===== config.mk =====
export PLATFORM = sky130hd
export DESIGN_NAME = business_day_date_adder
export DESIGN_NICKNAME = d
export VERILOG_FILES = /design/src/rtl/bdda_pkg.sv /design/src/rtl/bdda_ctrl.sv /design/src/rtl/bdda_dpath.sv /design/src/rtl/business_day_date_adder.sv
export SDC_FILE = /design/constraint.sdc
export NUM_CORES = 1
export LEC_CHECK = 0
export BUFFER_PORTS_ARGS = -buffer_cell sky130_fd_sc_hd__buf_4
export CORE_UTILIZATION = 45
export CTS_CLUSTER_SIZE = 40
export DETAILED_ROUTE_END_ITERATION = 10
export PLACE_DENSITY_LB_ADDON = 0.1
export SYNTH_ARGS = -nofsm -noshare
export SYNTH_HDL_FRONTEND = slang
export SYNTH_SLANG_ARGS = --single-unit

===== constraint.sdc =====
create_clock -name i_clk -period 6.95 [get_ports i_clk]
set_input_delay 0.695 -clock i_clk [delete_from_list [all_inputs] [get_ports i_clk]]
set_output_delay 0.695 -clock i_clk [all_outputs]
set_load 0.05 [all_outputs]

===== src/rtl/bdda_pkg.sv =====
// Shared types, constants and calendar helper functions of the business-day date adder.
package bdda_pkg;

    // Field widths of one input item and one result item.
    localparam int DAY_W   = 5;
    localparam int MONTH_W = 4;
    localparam int YEAR_W  = 14;
    localparam int COUNT_W = 15;
    localparam int WDAY_W  = 3;
    localparam int MASK_W  = 7;

    // Packed stream widths, filled up to whole bytes.
    localparam int IN_DATA_W  = 40;
    localparam int OUT_DATA_W = 32;

    // Calendar limits and register reset values.
    localparam logic [YEAR_W-1:0]  MAX_YEAR   = 14'd9999;
    localparam logic [MASK_W-1:0]  MASK_RESET = 7'd96;
    localparam logic [MASK_W-1:0]  MASK_ALL   = 7'h7F;
    localparam logic [WDAY_W-1:0]  LAST_WDAY  = 3'd6;
    localparam logic [MONTH_W-1:0] DECEMBER   = 4'd12;
    localparam logic [MONTH_W-1:0] MARCH      = 4'd3;
    localparam logic [6:0]         LAST_R100  = 7'd99;

    // Reciprocal constants: floor(y/100) = (y*5243) >> 19 for y < 16384,
    // floor(s/7) = (s*18725) >> 17 for s < 32768.
    localparam logic [12:0] RECIP_100 = 13'd5243;
    localparam logic [14:0] RECIP_7   = 15'd18725;

    // Command bundle from the controller to the datapath.
    typedef struct packed {
        logic load;      // latch the input item
        logic calc_q;    // divide the years by 100
        logic calc_rem;  // remainder by 100 and weekday sum
        logic calc_mod;  // divide the sum by 7 and check the date
        logic calc_wd;   // weekday of the start date
        logic step;      // advance the walk by one calendar day
        logic out_load;  // move the final date into the output register
    } t_cmd;

    // Status bundle from the datapath to the controller.
    typedef struct packed {
        logic done;      // the walk has reached its result
    } t_stat;

    // Length of a month; zero for codes that are no month.
    function automatic logic [DAY_W-1:0] month_days(input logic [MONTH_W-1:0] month,
                                                    input logic leap);
        logic [DAY_W-1:0] len;
        unique case (month)
            4'd1, 4'd3, 4'd5, 4'd7, 4'd8, 4'd10, 4'd12: len = 5'd31;
            4'd4, 4'd6, 4'd9, 4'd11:                    len = 5'd30;
            4'd2:                                       len = leap ? 5'd29 : 5'd28;
            default:                                    len = 5'd0;
        endcase
        return len;
    endfunction

    // Month term (31*m)/12 of the weekday formula, with m = month + 12*a - 2.
    function automatic logic [DAY_W-1:0] month_offset(input logic [MONTH_W-1:0] month);
        logic [DAY_W-1:0] ofs;
        unique case (month)
            4'd1:    ofs = 5'd28;
            4'd2:    ofs = 5'd31;
            4'd3:    ofs = 5'd2;
            4'd4:    ofs = 5'd5;
            4'd5:    ofs = 5'd7;
            4'd6:    ofs = 5'd10;
            4'd7:    ofs = 5'd12;
            4'd8:    ofs = 5'd15;
            4'd9:    ofs = 5'd18;
            4'd10:   ofs = 5'd20;
            4'd11:   ofs = 5'd23;
            4'd12:   ofs = 5'd25;
            default: ofs = 5'd0;
        endcase
        return ofs;
    endfunction

endpackage


===== src/rtl/bdda_ctrl.sv =====
// Controller state machine: sequences the weekday setup, the day walk and the output register.
module bdda_ctrl (
    input  logic            i_clk,
    input  logic            i_rst_n,
    input  logic            i_in_valid,
    output logic            o_in_ready,
    output logic            o_out_valid,
    input  logic            i_out_ready,
    output bdda_pkg::t_cmd  o_cmd,
    input  bdda_pkg::t_stat i_stat
);

    typedef enum logic [5:0] {
        S_IDLE = 6'b000001,
        S_Q100 = 6'b000010,
        S_REM  = 6'b000100,
        S_MOD  = 6'b001000,
        S_WDAY = 6'b010000,
        S_WALK = 6'b100000
    } t_state;

    t_state r_state, n_state;
    logic   r_out_valid, n_out_valid;
    logic   w_out_free;

    // The output register can take a new result when empty or being emptied.
    assign w_out_free = !r_out_valid || i_out_ready;

    // Next state and commands.
    always_comb begin
        n_state = r_state;
        o_cmd   = '0;
        unique case (r_state)
            S_IDLE: begin
                if (i_in_valid) begin
                    o_cmd.load = 1'b1;
                    n_state    = S_Q100;
                end
            end
            S_Q100: begin
                o_cmd.calc_q = 1'b1;
                n_state      = S_REM;
            end
            S_REM: begin
                o_cmd.calc_rem = 1'b1;
                n_state        = S_MOD;
            end
            S_MOD: begin
                o_cmd.calc_mod = 1'b1;
                n_state        = S_WDAY;
            end
            S_WDAY: begin
                o_cmd.calc_wd = 1'b1;
                n_state       = S_WALK;
            end
            S_WALK: begin
                if (!i_stat.done) begin
                    o_cmd.step = 1'b1;
                end else if (w_out_free) begin
                    o_cmd.out_load = 1'b1;
                    n_state        = S_IDLE;
                end
            end
            default: n_state = S_IDLE;
        endcase
    end

    // Output valid flag follows loads and consumer handshakes.
    always_comb begin
        n_out_valid = r_out_valid;
        if (o_cmd.out_load) begin
            n_out_valid = 1'b1;
        end else if (i_out_ready) begin
            n_out_valid = 1'b0;
        end
    end

    always_ff @(posedge i_clk) begin
        if (!i_rst_n) begin
            r_state     <= S_IDLE;
            r_out_valid <= 1'b0;
        end else begin
            r_state     <= n_state;
            r_out_valid <= n_out_valid;
        end
    end

    assign o_in_ready  = (r_state == S_IDLE);
    assign o_out_valid = r_out_valid;

endmodule


===== src/rtl/bdda_dpath.sv =====
// Datapath: date checks, weekday arithmetic, day-by-day calendar walk and result register.
module bdda_dpath (
    input  logic                                i_clk,
    input  logic                                i_rst_n,
    input  logic                                i_cfg_wr_en,
    input  logic [bdda_pkg::MASK_W-1:0]         i_cfg_wr_data,
    input  logic [bdda_pkg::DAY_W-1:0]          i_start_day,
    input  logic [bdda_pkg::MONTH_W-1:0]        i_start_month,
    input  logic [bdda_pkg::YEAR_W-1:0]         i_start_year,
    input  logic [bdda_pkg::COUNT_W-1:0]        i_vacation_days,
    input  bdda_pkg::t_cmd                      i_cmd,
    output bdda_pkg::t_stat                     o_stat,
    output logic [bdda_pkg::DAY_W-1:0]          o_return_day,
    output logic [bdda_pkg::MONTH_W-1:0]        o_return_month,
    output logic [bdda_pkg::YEAR_W-1:0]         o_return_year,
    output logic [bdda_pkg::WDAY_W-1:0]         o_return_weekday,
    output logic                                o_overflow
);

    // Weekend mask register.
    logic [bdda_pkg::MASK_W-1:0]  r_mask;

    // Current walk position.
    logic [bdda_pkg::DAY_W-1:0]   r_day;
    logic [bdda_pkg::MONTH_W-1:0] r_month;
    logic [bdda_pkg::YEAR_W-1:0]  r_year;
    logic [bdda_pkg::COUNT_W-1:0] r_left;
    logic [bdda_pkg::WDAY_W-1:0]  r_wd;
    logic [6:0]                   r_ymod100;  // year mod 100
    logic [1:0]                   r_c4;       // (year / 100) mod 4
    logic                         r_bad;      // start date rejected or no business day

    // Setup intermediates.
    logic [bdda_pkg::YEAR_W-1:0]  r_yp;       // year shifted for January and February
    logic [bdda_pkg::DAY_W-1:0]   r_tab;
    logic [7:0]                   r_q100y;
    logic [7:0]                   r_q100p;
    logic [6:0]                   r_r100y;
    logic [14:0]                  r_sum;
    logic [12:0]                  r_q7;

    // Result register.
    logic [bdda_pkg::DAY_W-1:0]   r_o_day;
    logic [bdda_pkg::MONTH_W-1:0] r_o_month;
    logic [bdda_pkg::YEAR_W-1:0]  r_o_year;
    logic [bdda_pkg::WDAY_W-1:0]  r_o_wd;
    logic                         r_o_ovf;

    logic                         w_early;
    logic [26:0]                  w_prod_y;
    logic [26:0]                  w_prod_p;
    logic [14:0]                  w_hund;
    logic [14:0]                  w_r100;
    logic [14:0]                  w_sum;
    logic [31:0]                  w_prod7;
    logic [14:0]                  w_sev;
    logic [14:0]                  w_wdiff;
    logic                         w_leap_start;
    logic                         w_invalid;
    logic                         w_leap_cur;
    logic [bdda_pkg::DAY_W-1:0]   w_dim;
    logic                         w_wk;
    logic                         w_finish;
    logic                         w_month_end;
    logic                         w_year_end;
    logic                         w_step_ovf;
    logic                         w_ovf_res;

    // Setup arithmetic; each reciprocal multiplication is registered before its quotient is used.
    assign w_early  = (i_start_month < bdda_pkg::MARCH);
    assign w_prod_y = {13'd0, r_year} * {14'd0, bdda_pkg::RECIP_100};
    assign w_prod_p = {13'd0, r_yp} * {14'd0, bdda_pkg::RECIP_100};
    assign w_hund   = {7'd0, r_q100y} * 15'd100;
    assign w_r100   = {1'b0, r_year} - w_hund;
    assign w_sum    = {10'd0, r_day} + {1'b0, r_yp} + {3'd0, r_yp[13:2]}
                    - {7'd0, r_q100p} + {9'd0, r_q100p[7:2]} + {10'd0, r_tab};
    assign w_prod7  = {17'd0, r_sum} * {17'd0, bdda_pkg::RECIP_7};
    assign w_sev    = {2'd0, r_q7} * 15'd7;
    assign w_wdiff  = r_sum - w_sev;

    // Start date check, using the leap rule on the start year.
    assign w_leap_start = ((r_r100y != 7'd0) && (r_year[1:0] == 2'd0)) ||
                          ((r_r100y == 7'd0) && (r_q100y[1:0] == 2'd0));
    assign w_invalid = (r_day == '0) || (r_month == '0) || (r_month > bdda_pkg::DECEMBER) ||
                       (r_year == '0) || (r_year > bdda_pkg::MAX_YEAR) ||
                       (r_day > bdda_pkg::month_days(r_month, w_leap_start)) ||
                       (r_mask == bdda_pkg::MASK_ALL);

    // Walk step: leap rule kept current through the year counters.
    assign w_leap_cur  = ((r_ymod100 != 7'd0) && (r_year[1:0] == 2'd0)) ||
                         ((r_ymod100 == 7'd0) && (r_c4 == 2'd0));
    assign w_dim       = bdda_pkg::month_days(r_month, w_leap_cur);
    assign w_wk        = r_mask[r_wd];
    assign w_finish    = (r_left == '0) && !w_wk;
    assign w_month_end = (r_day >= w_dim);
    assign w_year_end  = w_month_end && (r_month >= bdda_pkg::DECEMBER);
    assign w_step_ovf  = w_year_end && (r_year >= bdda_pkg::MAX_YEAR);
    assign w_ovf_res   = r_bad || (!w_finish && w_step_ovf);

    assign o_stat.done = r_bad || w_finish || w_step_ovf;

    // Weekend mask register.
    always_ff @(posedge i_clk) begin
        if (!i_rst_n) begin
            r_mask <= bdda_pkg::MASK_RESET;
        end else if (i_cfg_wr_en) begin
            r_mask <= i_cfg_wr_data;
        end
    end

    // Setup registers and the walk position.
    always_ff @(posedge i_clk) begin
        if (i_cmd.load) begin
            r_day   <= i_start_day;
            r_month <= i_start_month;
            r_year  <= i_start_year;
            r_left  <= i_vacation_days;
            r_yp    <= i_start_year - {13'd0, w_early};
            r_tab   <= bdda_pkg::month_offset(i_start_month);
        end
        if (i_cmd.calc_q) begin
            r_q100y <= w_prod_y[26:19];
            r_q100p <= w_prod_p[26:19];
        end
        if (i_cmd.calc_rem) begin
            r_r100y <= w_r100[6:0];
            r_sum   <= w_sum;
        end
        if (i_cmd.calc_mod) begin
            r_q7      <= w_prod7[29:17];
            r_bad     <= w_invalid;
            r_ymod100 <= r_r100y;
            r_c4      <= r_q100y[1:0];
        end
        if (i_cmd.calc_wd) begin
            r_wd <= w_wdiff[2:0];
        end
        if (i_cmd.step) begin
            // Business days use up one count.
            if (!w_wk) begin
                r_left <= r_left - 1'b1;
            end
            r_wd <= (r_wd == bdda_pkg::LAST_WDAY) ? '0 : r_wd + 1'b1;
            if (!w_month_end) begin
                r_day <= r_day + 1'b1;
            end else begin
                r_day <= 5'd1;
                if (!w_year_end) begin
                    r_month <= r_month + 1'b1;
                end else begin
                    r_month   <= 4'd1;
                    r_year    <= r_year + 1'b1;
                    r_ymod100 <= (r_ymod100 == bdda_pkg::LAST_R100) ? '0 : r_ymod100 + 1'b1;
                    if (r_ymod100 == bdda_pkg::LAST_R100) begin
                        r_c4 <= r_c4 + 1'b1;
                    end
                end
            end
        end
    end

    // Result register; an overflow clears the date fields.
    always_ff @(posedge i_clk) begin
        if (i_cmd.out_load) begin
            r_o_ovf   <= w_ovf_res;
            r_o_day   <= w_ovf_res ? '0 : r_day;
            r_o_month <= w_ovf_res ? '0 : r_month;
            r_o_year  <= w_ovf_res ? '0 : r_year;
            r_o_wd    <= w_ovf_res ? '0 : r_wd;
        end
    end

    assign o_return_day     = r_o_day;
    assign o_return_month   = r_o_month;
    assign o_return_year    = r_o_year;
    assign o_return_weekday = r_o_wd;
    assign o_overflow       = r_o_ovf;

endmodule


===== src/rtl/business_day_date_adder.sv =====
// Top level of the business-day date adder: stream ports, controller and datapath.
//
// One item carries a start date and a count of business days; the block answers with the
// first business day after the count is used up (the first business day on or after the
// start for a count of zero), its weekday (0 Sunday), and an overflow flag when the walk
// would pass 31 December 9999 or the start date is rejected. After acceptance, the setup
// states S_Q100, S_REM, S_MOD and S_WDAY work out the weekday of the start date, the walk
// advances one calendar day per cycle, and once the walk is done the result is moved into
// the output register. The block takes the next item only after that move; while an
// earlier result still waits in the output register, the finished walk holds and the
// input stays closed. The weekend mask (bit d marks weekday d as weekend, reset Friday
// and Saturday) is to be written through i_cfg_wr_en only while the block is idle; the
// block itself does not enforce this.
module business_day_date_adder (
    input  logic                               i_clk,
    input  logic                               i_rst_n,
    input  logic                               i_cfg_wr_en,
    input  logic [bdda_pkg::MASK_W-1:0]        i_cfg_wr_data,
    input  logic                               s_axis_tvalid,
    output logic                               s_axis_tready,
    // start_day[4:0], start_month[8:5], start_year[22:9], vacation_days[37:23], zero[39:38]
    input  logic [bdda_pkg::IN_DATA_W-1:0]     s_axis_tdata,
    output logic                               m_axis_tvalid,
    input  logic                               m_axis_tready,
    // return_day[4:0], return_month[8:5], return_year[22:9], return_weekday[25:23],
    // zero[31:26]
    output logic [bdda_pkg::OUT_DATA_W-1:0]    m_axis_tdata,
    // overflow[0]
    output logic                               m_axis_tuser
);

    bdda_pkg::t_cmd                 w_cmd;
    bdda_pkg::t_stat                w_stat;
    logic [bdda_pkg::DAY_W-1:0]     w_ret_day;
    logic [bdda_pkg::MONTH_W-1:0]   w_ret_month;
    logic [bdda_pkg::YEAR_W-1:0]    w_ret_year;
    logic [bdda_pkg::WDAY_W-1:0]    w_ret_wd;

    bdda_ctrl u_ctrl (
        .i_clk       (i_clk),
        .i_rst_n     (i_rst_n),
        .i_in_valid  (s_axis_tvalid),
        .o_in_ready  (s_axis_tready),
        .o_out_valid (m_axis_tvalid),
        .i_out_ready (m_axis_tready),
        .o_cmd       (w_cmd),
        .i_stat      (w_stat)
    );

    bdda_dpath u_dpath (
        .i_clk            (i_clk),
        .i_rst_n          (i_rst_n),
        .i_cfg_wr_en      (i_cfg_wr_en),
        .i_cfg_wr_data    (i_cfg_wr_data),
        .i_start_day      (s_axis_tdata[4:0]),
        .i_start_month    (s_axis_tdata[8:5]),
        .i_start_year     (s_axis_tdata[22:9]),
        .i_vacation_days  (s_axis_tdata[37:23]),
        .i_cmd            (w_cmd),
        .o_stat           (w_stat),
        .o_return_day     (w_ret_day),
        .o_return_month   (w_ret_month),
        .o_return_year    (w_ret_year),
        .o_return_weekday (w_ret_wd),
        .o_overflow       (m_axis_tuser)
    );

    // Pack the result item.
    assign m_axis_tdata = {6'd0, w_ret_wd, w_ret_year, w_ret_month, w_ret_day};

endmodule


==> results.sh, run 1 <==
export IMPL_timing_critical_path_arrival_ns=5.91
export IMPL_hold_viol=0
export IMPL_grt_usage=0.2086
export IMPL_place_congestion=0.8667
export IMPL_ctsHoldBuffers=0
export IMPL_cts_buffer_depth=2
export IMPL_rsz0062_at_grt="false"
export IMPL_cell_depth_of_the_worst_flop_to_flop_path=16
export IMPL_critical_path_startpoint_type="flip-flop"
export IMPL_worst_reg2reg_path_endpoint="u_dpath.r_q100p[7]"
export IMPL_regArea_sq_mm=0.003914
export IMPL_vias_per_cell=5.194
export IMPL_cts_made_buffers=17
export IMPL_yosys_warnings=0
export IMPL_syn_inst_count=1718
export IMPL_dominantRegCellSynth="edfxtp_1"
export IMPL_route_detailed_drc=0
export IMPL_post_place_cells=2286
export IMPL_clock_tree_from_tritoncts="done"
export IMPL_insertedDiodeCount=0
export IMPL_slew_headroom=0.2207
export IMPL_antenna_violations_before_repair=2
export IMPL_reg2reg_slack_ns=1.21
export IMPL_clk_latency_ns=0.43
export IMPL_ys_seq_elements=149
export IMPL_cts_repair_resize_count=0
export IMPL_power_density_mw_per_mm2=503.4
export IMPL_rr_startpoint="u_dpath.r_yp[11]"
export IMPL_fp_row_count=71
export IMPL_boundaryPins=87
export IMPL_finalSetupViolations=0
export IMPL_numClockSinks=149
export IMPL_ratio_of_cells_with_drive_above_1_in_the_final_layout=0.07692
export IMPL_layout_setup_ws_ns=1.208
export IMPL_clock_tree_htree_level_count=4
export IMPL_top_cell_type_by_total_area_after_synthesis="ha_1"
export IMPL_detailroute_via_count=12040
export IMPL_async_flop_share=0
export IMPL_final_net_count=2363
export IMPL_coreArea_sq_mm=0.03776
export IMPL_area_growth_pct=9.767
export IMPL_vias_in_the_first_global_route=12270
export IMPL_post_route_period_util=0.8263
export IMPL_fp_dieW_um=198.2
export IMPL_seq_area_frac_synth=0.2260
export IMPL_dpl_ws_ns=1.213
export IMPL_multiInputGateArea_sq_mm=0.01188
export IMPL_drt_pre_antenna_iters=5
export IMPL_post_drt_wl_per_cell_um=16.56
export IMPL_synth_lib_cells_used_distinct=80
export IMPL_end_kind="flip-flop"
export IMPL_routed_wirelength_mm=38.39
export IMPL_hp_class="reg2reg"
export IMPL_setup_worst_path_start="u_dpath.r_yp[11]"
export IMPL_largest_net_degree_at_the_start_of_global_routing=31
export IMPL_achievable_frequency_ghz=0.1741
export IMPL_cts_root_buffer="clkbuf_16"
export IMPL_post_layout_cell_count=2318
export IMPL_detail_route_iter0_violations=644
export IMPL_slew_violations=0
export IMPL_fin_crit_ns=5.743
export IMPL_fin_tns_setup_ns=0
export IMPL_clock_skew_final_ns=0.01110
export IMPL_max_slew_worst_pin_slew_ns=1.168
export IMPL_p_total_mw=9.571
export IMPL_fillers=3499
export IMPL_run_status="completed"
export IMPL_power_ir_vdd_worst_mv=1.373
export IMPL_netlist_top_cells_area="ha_1, fa_1, edfxtp_1"
export IMPL_dieHeight_um=198.2
export IMPL_globalRoute_totalOverflow=0
export IMPL_max_cap_violations=0
export IMPL_cp_required_ns=7.12
export IMPL_port_buffer_count=78
export IMPL_path_max_fanout=8
export IMPL_die_area_sq_mm=0.03928
export IMPL_cts_setup_buffers=0
export IMPL_syn_area_sq_mm=0.01732
export IMPL_synth_edf_count=93
export IMPL_cts_clk_slew_worst_paths_ns=0.06
export IMPL_setup_worst_path_class="reg2reg"
export IMPL_place_hpwl_mm=31.97
export IMPL_synth_top_area_frac=0.2435
export IMPL_initial_utilization=0.4587
export IMPL_postSynthAreaPerCell_sq_um=10.08
export IMPL_grt_first_pass_wirelength_mm=63.30
export IMPL_antenna_left=0
export IMPL_hold_worst_slack_ns=0.4794
export IMPL_p_leak_nw=9.284
export IMPL_crit_end="u_dpath.r_q100p[7]"
power by group:
part | leakage, nW | switching (mW) | internal (mW) | total (mW)
combinational | 7.69 | 4.22 | 3.14 | 7.36
clock | 0.272 | 0.379 | 0.491 | 0.871
sequential | 1.32 | 0.153 | 1.19 | 1.34
worst min path at each step:
stage | depth (start not counted) | endpoint | start | slack (ns)
after detailed placement | 2 | u_dpath.r_c4[1] | u_dpath.r_c4[1] | 0.47
after CTS | 3 | u_dpath.r_mask[6] | i_cfg_wr_data[6] | 0.48
after global routing | 3 | u_dpath.r_mask[6] | i_cfg_wr_data[6] | 0.49
after global placement | 2 | u_dpath.r_c4[1] | u_dpath.r_c4[1] | 0.47
after floorplan | 2 | u_dpath.r_c4[1] | u_dpath.r_c4[1] | 0.45
final | 2 | u_dpath.r_c4[1] | u_dpath.r_c4[1] | 0.48
worst max-delay path, cell delays in order, from the launching register on:
cell	delay [ns]
edfxtp_1	0.67
inv_1	0.13
ha_1	0.37
fa_1	0.55
fa_1	0.44
fa_1	0.51
inv_1	0.06
fa_1	0.53
inv_1	0.04
ha_1	0.33
a21oi_1	0.19
o21ai_0	0.13
a211oi_1	0.48
a211oi_1	0.25
a2111o_1	0.51
a31oi_1	0.21
xnor2_1	0.08
metrics by stage:
stage,cell area [sq um],utilization
2_1_floorplan,17340,-
3_3_place_gp,18470,0.4891
3_5_place_dp,18470,0.4891
4_1_cts,19010,0.5035
5_1_grt,19010,0.5035
6_report,19010,0.5035
registers in the layout, summed over array words and instances, names as in the netlist:
register,cells
u_dpath.r_left,15
u_dpath.r_mask,7
u_dpath.o_overflow,1
u_dpath.o_return_year,14
u_dpath.o_return_day,5
u_dpath.r_q100y,5
u_dpath.r_bad,1
u_dpath.r_q7,3
u_dpath.r_r100y,7
u_dpath.o_return_month,4
u_dpath.r_q100p,8
u_dpath.r_month,4
u_dpath.r_tab,5
u_ctrl.r_state,6
u_ctrl.o_out_valid,1
u_dpath.r_wd,3
u_dpath.r_ymod100,7
u_dpath.r_c4,2
u_dpath.r_day,5
u_dpath.r_yp,14
u_dpath.r_year,14
u_dpath.r_sum,15
u_dpath.o_return_weekday,3
cells in the mapped netlist (18+ instances only):
cell type,n
a21oi_1,66
a31oi_1,18
nor3_1,23
edfxtp_1,93
clkbuf_1,18
o21ai_0,43
dfxtp_1,56
nand3_1,27
ha_1,337
nand2_1,64
xnor2_1,47
inv_1,377
nor2_1,78
fa_1,180
layer usage:
metal  part of all wire  up-vias  GRT usage  routed length, um
li1                   -     5888          -                  -
met5            0.00078        -          0                 30
met3              0.032       40    0.02725               1235
met4              0.020        4    0.05283                756
met1               0.47     5951     0.2838              17980
met2               0.48      157     0.3491              18390
cells by family (layout without fill, tap and decap cells):
kind of cell,Yosys count,after routing,share of synthesized area
AOI/OAI and AO/OA,252,252,0.09573
adders and majority gates,517,517,0.4515
and+or+nand+nor,307,307,0.09081
DFF,149,149,0.2260
other,1,6,0.0002165
buffers and inverters,408,492,0.09023
xor gates and xnor gates,64,64,0.03236
muxes,20,20,0.01315
layout by cell type, fill, tap and decap left out, types with 5 or more instances in the layout:
cell / instances
inv_1: 377
ha_1: 337
fa_1: 180
edfxtp_1: 93
buf_4: 82
nor2_1: 77
a21oi_1: 66
nand2_1: 64
dfxtp_1: 56
xnor2_1: 47
o21ai_0: 43
nand3_1: 27
nor3_1: 23
a31oi_1: 18
clkbuf_16: 18
a21o_1: 17
xor2_1: 17
mux2i_1: 16
nand4_1: 15
nor2b_1: 15
nand2b_1: 14
o21a_1: 14
and2_1: 12
a211oi_1: 12
and3_1: 12
o22ai_1: 12
or3_1: 8
a211o_1: 8
o21ai_1: 8
nor4_1: 7
nor3b_1: 6
conb_1: 6
o211ai_1: 5
o31ai_1: 5
a221oi_1: 5
area by class of cell:
type,count,area share
flip-flops and latches,149,0.2059
inverters,378,0.07463
well taps,511,0.03363
multi-input cells,1166,0.6249
clock buffers,23,0.02521
repair buffers,82,0.03238
clock inverters,9,0.003422
Note: power is estimated with default switching activity, not from simulation.
==> run 2: changes to the inputs <==
clock period = 5.3 ns   (was 6.95 ns; I/O delays follow)
==> results.sh, run 2 (synthesized netlist as in run 1, its figures left out) <==
export IMPL_cts_made_buffers=17
export IMPL_final_common_cell="inv_1"
export IMPL_vias_per_cell=5.095
export IMPL_vias_in_the_first_global_route=12390
export IMPL_dieHeight_um=198.2
export IMPL_max_stage_delay_ns=0.54
export IMPL_fp_dieW_um=198.2
export IMPL_hold_viol=0
export IMPL_setup_worst_path_class="reg2reg"
export IMPL_post_drt_wl_per_cell_um=16.58
export IMPL_internal_power_mw=6.629
export IMPL_cpLargestDelayFamily="adder cells"
export IMPL_grt_usage=0.2109
export IMPL_p_leak_nw=9.579
export IMPL_route_detailed_drc=0
export IMPL_routed_wirelength_mm=39.33
export IMPL_port_buffer_count=78
export IMPL_timing_critical_path_arrival_ns=5.37
export IMPL_slew_violations=0
export IMPL_slew_headroom=0.2491
export IMPL_clock_tree_from_tritoncts="done"
export IMPL_path_max_fanout=4
export IMPL_coreArea_sq_mm=0.03776
export IMPL_finalInstanceArea_sq_mm=0.01952
export IMPL_placed_area_sq_mm=0.01884
export IMPL_reg_top3="u_dpath.r_left x15, u_dpath.r_sum x15"
export IMPL_detailroute_via_count=12090
export IMPL_achievable_frequency_ghz=0.1927
export IMPL_worst_path_buf_inv=1
export IMPL_clock_tree_htree_level_count=4
export IMPL_utilization=0.5170
export IMPL_antenna_left=0
export IMPL_fin_crit_ns=5.190
export IMPL_commonest_cells_after_routing_fill_and_taps_aside="inv_1, ha_1, fa_1"
export IMPL_run_status="completed"
export IMPL_initial_utilization=0.4587
export IMPL_share_clk_of_total_power=0.093
export IMPL_power_density_mw_per_mm2=668.4
export IMPL_place_hpwl_mm=33.21
export IMPL_clk_latency_ns=0.43
export IMPL_max_slew_worst_pin_slew_ns=1.125
export IMPL_ratio_of_cells_with_drive_above_1_in_the_final_layout=0.1080
export IMPL_insertedDiodeCount=0
export IMPL_post_route_period_util=0.9793
export IMPL_fin_tns_setup_ns=0
export IMPL_cts_root_buffer="clkbuf_16"
export IMPL_detail_route_iter0_violations=420
export IMPL_combinationalPowerShare=0.777
export IMPL_place_congestion=0.8910
export IMPL_finalSetupViolations=0
export IMPL_hp_class="in2reg"
export IMPL_ctsHoldBuffers=0
export IMPL_cts_buffer_depth=2
export IMPL_antenna_violations_before_repair=2
export IMPL_post_place_cells=2334
export IMPL_critical_path_startpoint_type="flip-flop"
export IMPL_area_growth_pct=12.71
export IMPL_cp_required_ns=5.48
export IMPL_fp_row_count=71
export IMPL_cp_cell_sequence="buf_4, ha_1, fa_1, fa_1, ha_1, fa_1, ha_1, a2111oi_0, o21ai_1, a31oi_1, o21ai_0, or4_1, a211oi_1, xnor2_1"
export IMPL_p_total_mw=13.05
export IMPL_worst_path_max_delay_cell="fa_1"
export IMPL_globalRoute_totalOverflow=0
export IMPL_power_ir_vdd_worst_mv=2.361
export IMPL_cts_clk_slew_worst_paths_ns=0.07
export IMPL_seq_power_share=0.130
export IMPL_end_kind="flip-flop"
export IMPL_drt_pre_antenna_iters=5
export IMPL_grt_first_pass_wirelength_mm=64.14
export IMPL_largest_net_degree_at_the_start_of_global_routing=32
export IMPL_netSwitchingFraction=0.4919
export IMPL_max_cap_violations=0
export IMPL_p_switching_mw=6.418
export IMPL_die_area_sq_mm=0.03928
export IMPL_boundaryPins=87
export IMPL_post_layout_cell_count=2372
export IMPL_clock_skew_final_ns=0.02034
export IMPL_numClockSinks=149
export IMPL_final_net_count=2417
==> run 2: routing by layer <==
| layer | part of all wire | vias up | GRT usage | wire length [um] |
|---|---|---|---|---|
| li1 | - | 5985 | - | - |
| met1 | 0.47 | 5916 | 0.2819 | 18320 |
| met2 | 0.50 | 151 | 0.3666 | 19520 |
| met3 | 0.025 | 29 | 0.02606 | 975 |
| met4 | 0.012 | 4 | 0.03933 | 475 |
| met5 | 0.00079 | - | 0 | 31 |
==> run 2: layout make-up <==
cell class              instances  area [sq um]
clock inverters                10         81.33
well taps                     511         639.4
clock buffers                  22         516.7
fillers                      3507         18240
multi-input cells            1166         11910
inverters                     378          1419
repair buffers                136          1037
flip-flops and latches        149          3914
==> run 2: what timing repair did <==
action                                 CTS  global route
setup buffers                            0             6
gates resized for setup                  0            10
endpoints found under the hold margin    0             0
setup endpoints to repair                0             6
==> run 2: path summary, 6_finish.rpt <==
check                            end             start  cells past startpoint  slack (ns)
setup / recovery  u_dpath.r_q100p[1]   u_dpath.r_yp[7]                     14        0.11
setup reg to reg  u_dpath.r_q100p[1]   u_dpath.r_yp[7]                     14        0.11
hold reg to reg      u_dpath.r_c4[1]   u_dpath.r_c4[1]                      2        0.49
hold / removal     u_dpath.r_mask[6]  i_cfg_wr_data[6]                      3        0.32
==> run 2: worst min-delay path: cells and delay by family <==
family                 cells  cell delay, ns
buffers and inverters      1            0.08
muxes                      1            0.06
and+or+nand+nor            1            0.06
==> run 2: per-stage QoR <==
stage / setup slack, ns / hold slack, ns
global route: -0.03159 / 0.3227
detailed placement: 0.04824 / 0.4863
finish: 0.1097 / 0.3228
global placement: 0.05010 / 0.4647
floorplan: 0.2962 / 0.4510
CTS: 0.02303 / 0.3127
==> run 2: power groups by stage <==
stage	sequential [mW]	combinational (mW)	clock, mW
2_1_floorplan	1.70	7.40	0
3_3_place_gp	1.71	9.93	0
3_5_place_dp	1.71	10.2	0
4_1_cts	1.69	10.2	1.23
5_1_grt	1.71	11.8	1.28
6_report	1.69	10.1	1.22
==> run 3: changes to the inputs <==
GPL_TIMING_DRIVEN = 0   (was unset)
==> results.sh, run 3 (synthesized netlist as in run 1, its figures left out) <==
export IMPL_finalSetupViolations=0
export IMPL_timing_critical_path_arrival_ns=5.36
export IMPL_placed_area_sq_mm=0.01859
export IMPL_reg2reg_slack_ns=0.11
export IMPL_slew_headroom=0.3634
export IMPL_clock_skew_final_ns=0.02218
export IMPL_worstHoldEndpoint="u_dpath.r_mask[5]"
export IMPL_cell_depth_of_the_worst_flop_to_flop_path=17
export IMPL_achievable_frequency_ghz=0.1928
export IMPL_holdPathStages=3
export IMPL_run_status="completed"
export IMPL_hold_worst_slack_ns=0.3330
export IMPL_initial_utilization=0.4587
export IMPL_cp_required_ns=5.47
export IMPL_place_congestion=0.8643
export IMPL_grt_first_pass_wirelength_mm=65.53
export IMPL_cts_buffer_depth=2
export IMPL_reg_top3="u_dpath.r_left x15, u_dpath.r_sum x15"
export IMPL_rr_startpoint="u_dpath.r_yp[8]"
export IMPL_max_slew_worst_pin_slew_ns=0.9550
export IMPL_antenna_violations_before_repair=2
export IMPL_clk_latency_ns=0.44
export IMPL_dpl_ws_ns=-0.5014
export IMPL_hold_viol=0
export IMPL_antenna_left=0
export IMPL_finalInstanceArea_sq_mm=0.01954
export IMPL_critical_path_startpoint_type="flip-flop"
export IMPL_ctsHoldBuffers=0
export IMPL_grt_usage=0.2165
export IMPL_commonest_cells_after_routing_fill_and_taps_aside="inv_1, ha_1, fa_1"
export IMPL_post_drt_wl_per_cell_um=17.01
export IMPL_slew_violations=0
export IMPL_vias_per_cell=5.155
export IMPL_path_max_fanout=3
export IMPL_max_cap_violations=0
export IMPL_vias_in_the_first_global_route=12370
export IMPL_regArea_sq_mm=0.003933
export IMPL_holdCritStartpoint="i_cfg_wr_data[5]"
export IMPL_fillers=3514
export IMPL_detail_route_iter0_violations=557
export IMPL_fin_crit_ns=5.187
export IMPL_rsz0062_at_grt="true"
export IMPL_drt_pre_antenna_iters=5
export IMPL_setup_worst_path_class="reg2reg"
export IMPL_die_area_sq_mm=0.03928
export IMPL_power_density_mw_per_mm2=671.5
export IMPL_detailroute_via_count=12260
export IMPL_ratio_of_cells_with_drive_above_1_in_the_final_layout=0.1119
export IMPL_final_net_count=2423
export IMPL_layout_setup_ws_ns=0.1134
export IMPL_route_detailed_drc=0
export IMPL_fin_tns_setup_ns=0
export IMPL_post_place_cells=2311
export IMPL_end_kind="flip-flop"
export IMPL_area_growth_pct=12.82
export IMPL_post_route_period_util=0.9786
export IMPL_routed_wirelength_mm=40.45
export IMPL_largest_net_degree_at_the_start_of_global_routing=29
export IMPL_numClockSinks=149
export IMPL_cts_clk_slew_worst_paths_ns=0.07
export IMPL_dieHeight_um=198.2
export IMPL_coreArea_sq_mm=0.03776
export IMPL_clock_tree_from_tritoncts="done"
export IMPL_cts_made_buffers=17
export IMPL_port_buffer_count=74
export IMPL_place_hpwl_mm=33.25
export IMPL_fp_row_count=71
export IMPL_worst_reg2reg_path_endpoint="u_dpath.r_q100p[7]"
export IMPL_post_layout_cell_count=2378
export IMPL_clock_tree_htree_level_count=4
export IMPL_p_leak_nw=9.498
export IMPL_multiInputGateArea_sq_mm=0.01199
export IMPL_power_ir_vdd_worst_mv=2.075
export IMPL_fp_dieW_um=198.2
export IMPL_globalRoute_totalOverflow=0
export IMPL_insertedDiodeCount=0
export IMPL_hp_class="in2reg"
export IMPL_final_common_cell="inv_1"
export IMPL_cts_root_buffer="clkbuf_16"
export IMPL_boundaryPins=87
## run 3: cell types whose count changed in the layout (fill, tap and decap cells not counted), moves of 5 or more
cell	previous run	this run
buf_4	134	114
clkbuf_1	0	21
dfxtp_1	56	47
dfxtp_2	0	6
ha_1	337	332
inv_1	377	372
## run 3: layer usage
metal	global-route usage	vias to the layer above	part of all wire
li1	-	5998	-
met1	0.2961	6054	0.47
met2	0.3674	171	0.49
met3	0.02913	32	0.029
met4	0.03876	4	0.012
met5	0	-	0.00069
## run 3: how the worst max path moves through the flow
| stage | start | to | slack (ns) | depth (start not counted) |
|---|---|---|---|---|
| after detailed placement | u_dpath.r_yp[11] | u_dpath.r_q100p[7] | -0.50 | 16 |
| after CTS | u_dpath.r_yp[5] | u_dpath.r_q100p[7] | -0.05 | 17 |
| final | u_dpath.r_yp[8] | u_dpath.r_q100p[7] | 0.11 | 17 |
| after floorplan | u_dpath.r_yp[11] | u_dpath.r_q100p[7] | 0.30 | 16 |
| after global placement | u_dpath.r_yp[11] | u_dpath.r_q100p[7] | -0.48 | 16 |
| after global routing | u_dpath.r_yp[12] | u_dpath.r_q100p[7] | -0.05 | 18 |
## run 3: metrics by stage
step / power [mW] / utilization
after floorplan: 9.099 / -
after global placement: 11.41 / 0.4909
after detailed placement: 11.60 / 0.4923
after CTS: 12.96 / 0.5113
after global routing: 14.89 / 0.5175
final: 13.12 / 0.5175
## run 3: report_power, final
group,switching (mW),leakage [nW],internal (mW)
clock network,0.511,0.272,0.640
logic,5.80,7.91,4.44
registers,0.177,1.32,1.56
## run 3: cell type report
type / instances / share of cell area
Tap cell: 511 / 0.03272
Sequential cell: 149 / 0.2013
Timing Repair Buffer: 112 / 0.04399
Buffer: 30 / 0.007428
Multi-Input combinational cell: 1166 / 0.6135
Clock inverter: 9 / 0.003458
Inverter: 378 / 0.07339
Clock buffer: 23 / 0.02421
## run 3: critical path: stages, from the launching register on
cell and delay [ns]:
edfxtp_1 0.43, buf_4 0.16, inv_1 0.12, ha_1 0.32, fa_1 0.53, fa_1 0.52, inv_1 0.05, fa_1 0.46
fa_1 0.54, inv_1 0.04, ha_1 0.32, nand2_2 0.12, o21ai_1 0.14, a211oi_4 0.35, a211oi_4 0.13, a2111o_1 0.43
a31oi_1 0.18, xnor2_1 0.08
## run 3: timing repair
action	4_1_cts	5_1_grt
gates cloned	0	0
endpoints found under the setup margin	9	8
resized for setup	11	28
pin swaps	1	10
hold endpoints to repair	0	0
buffers inserted	18	17
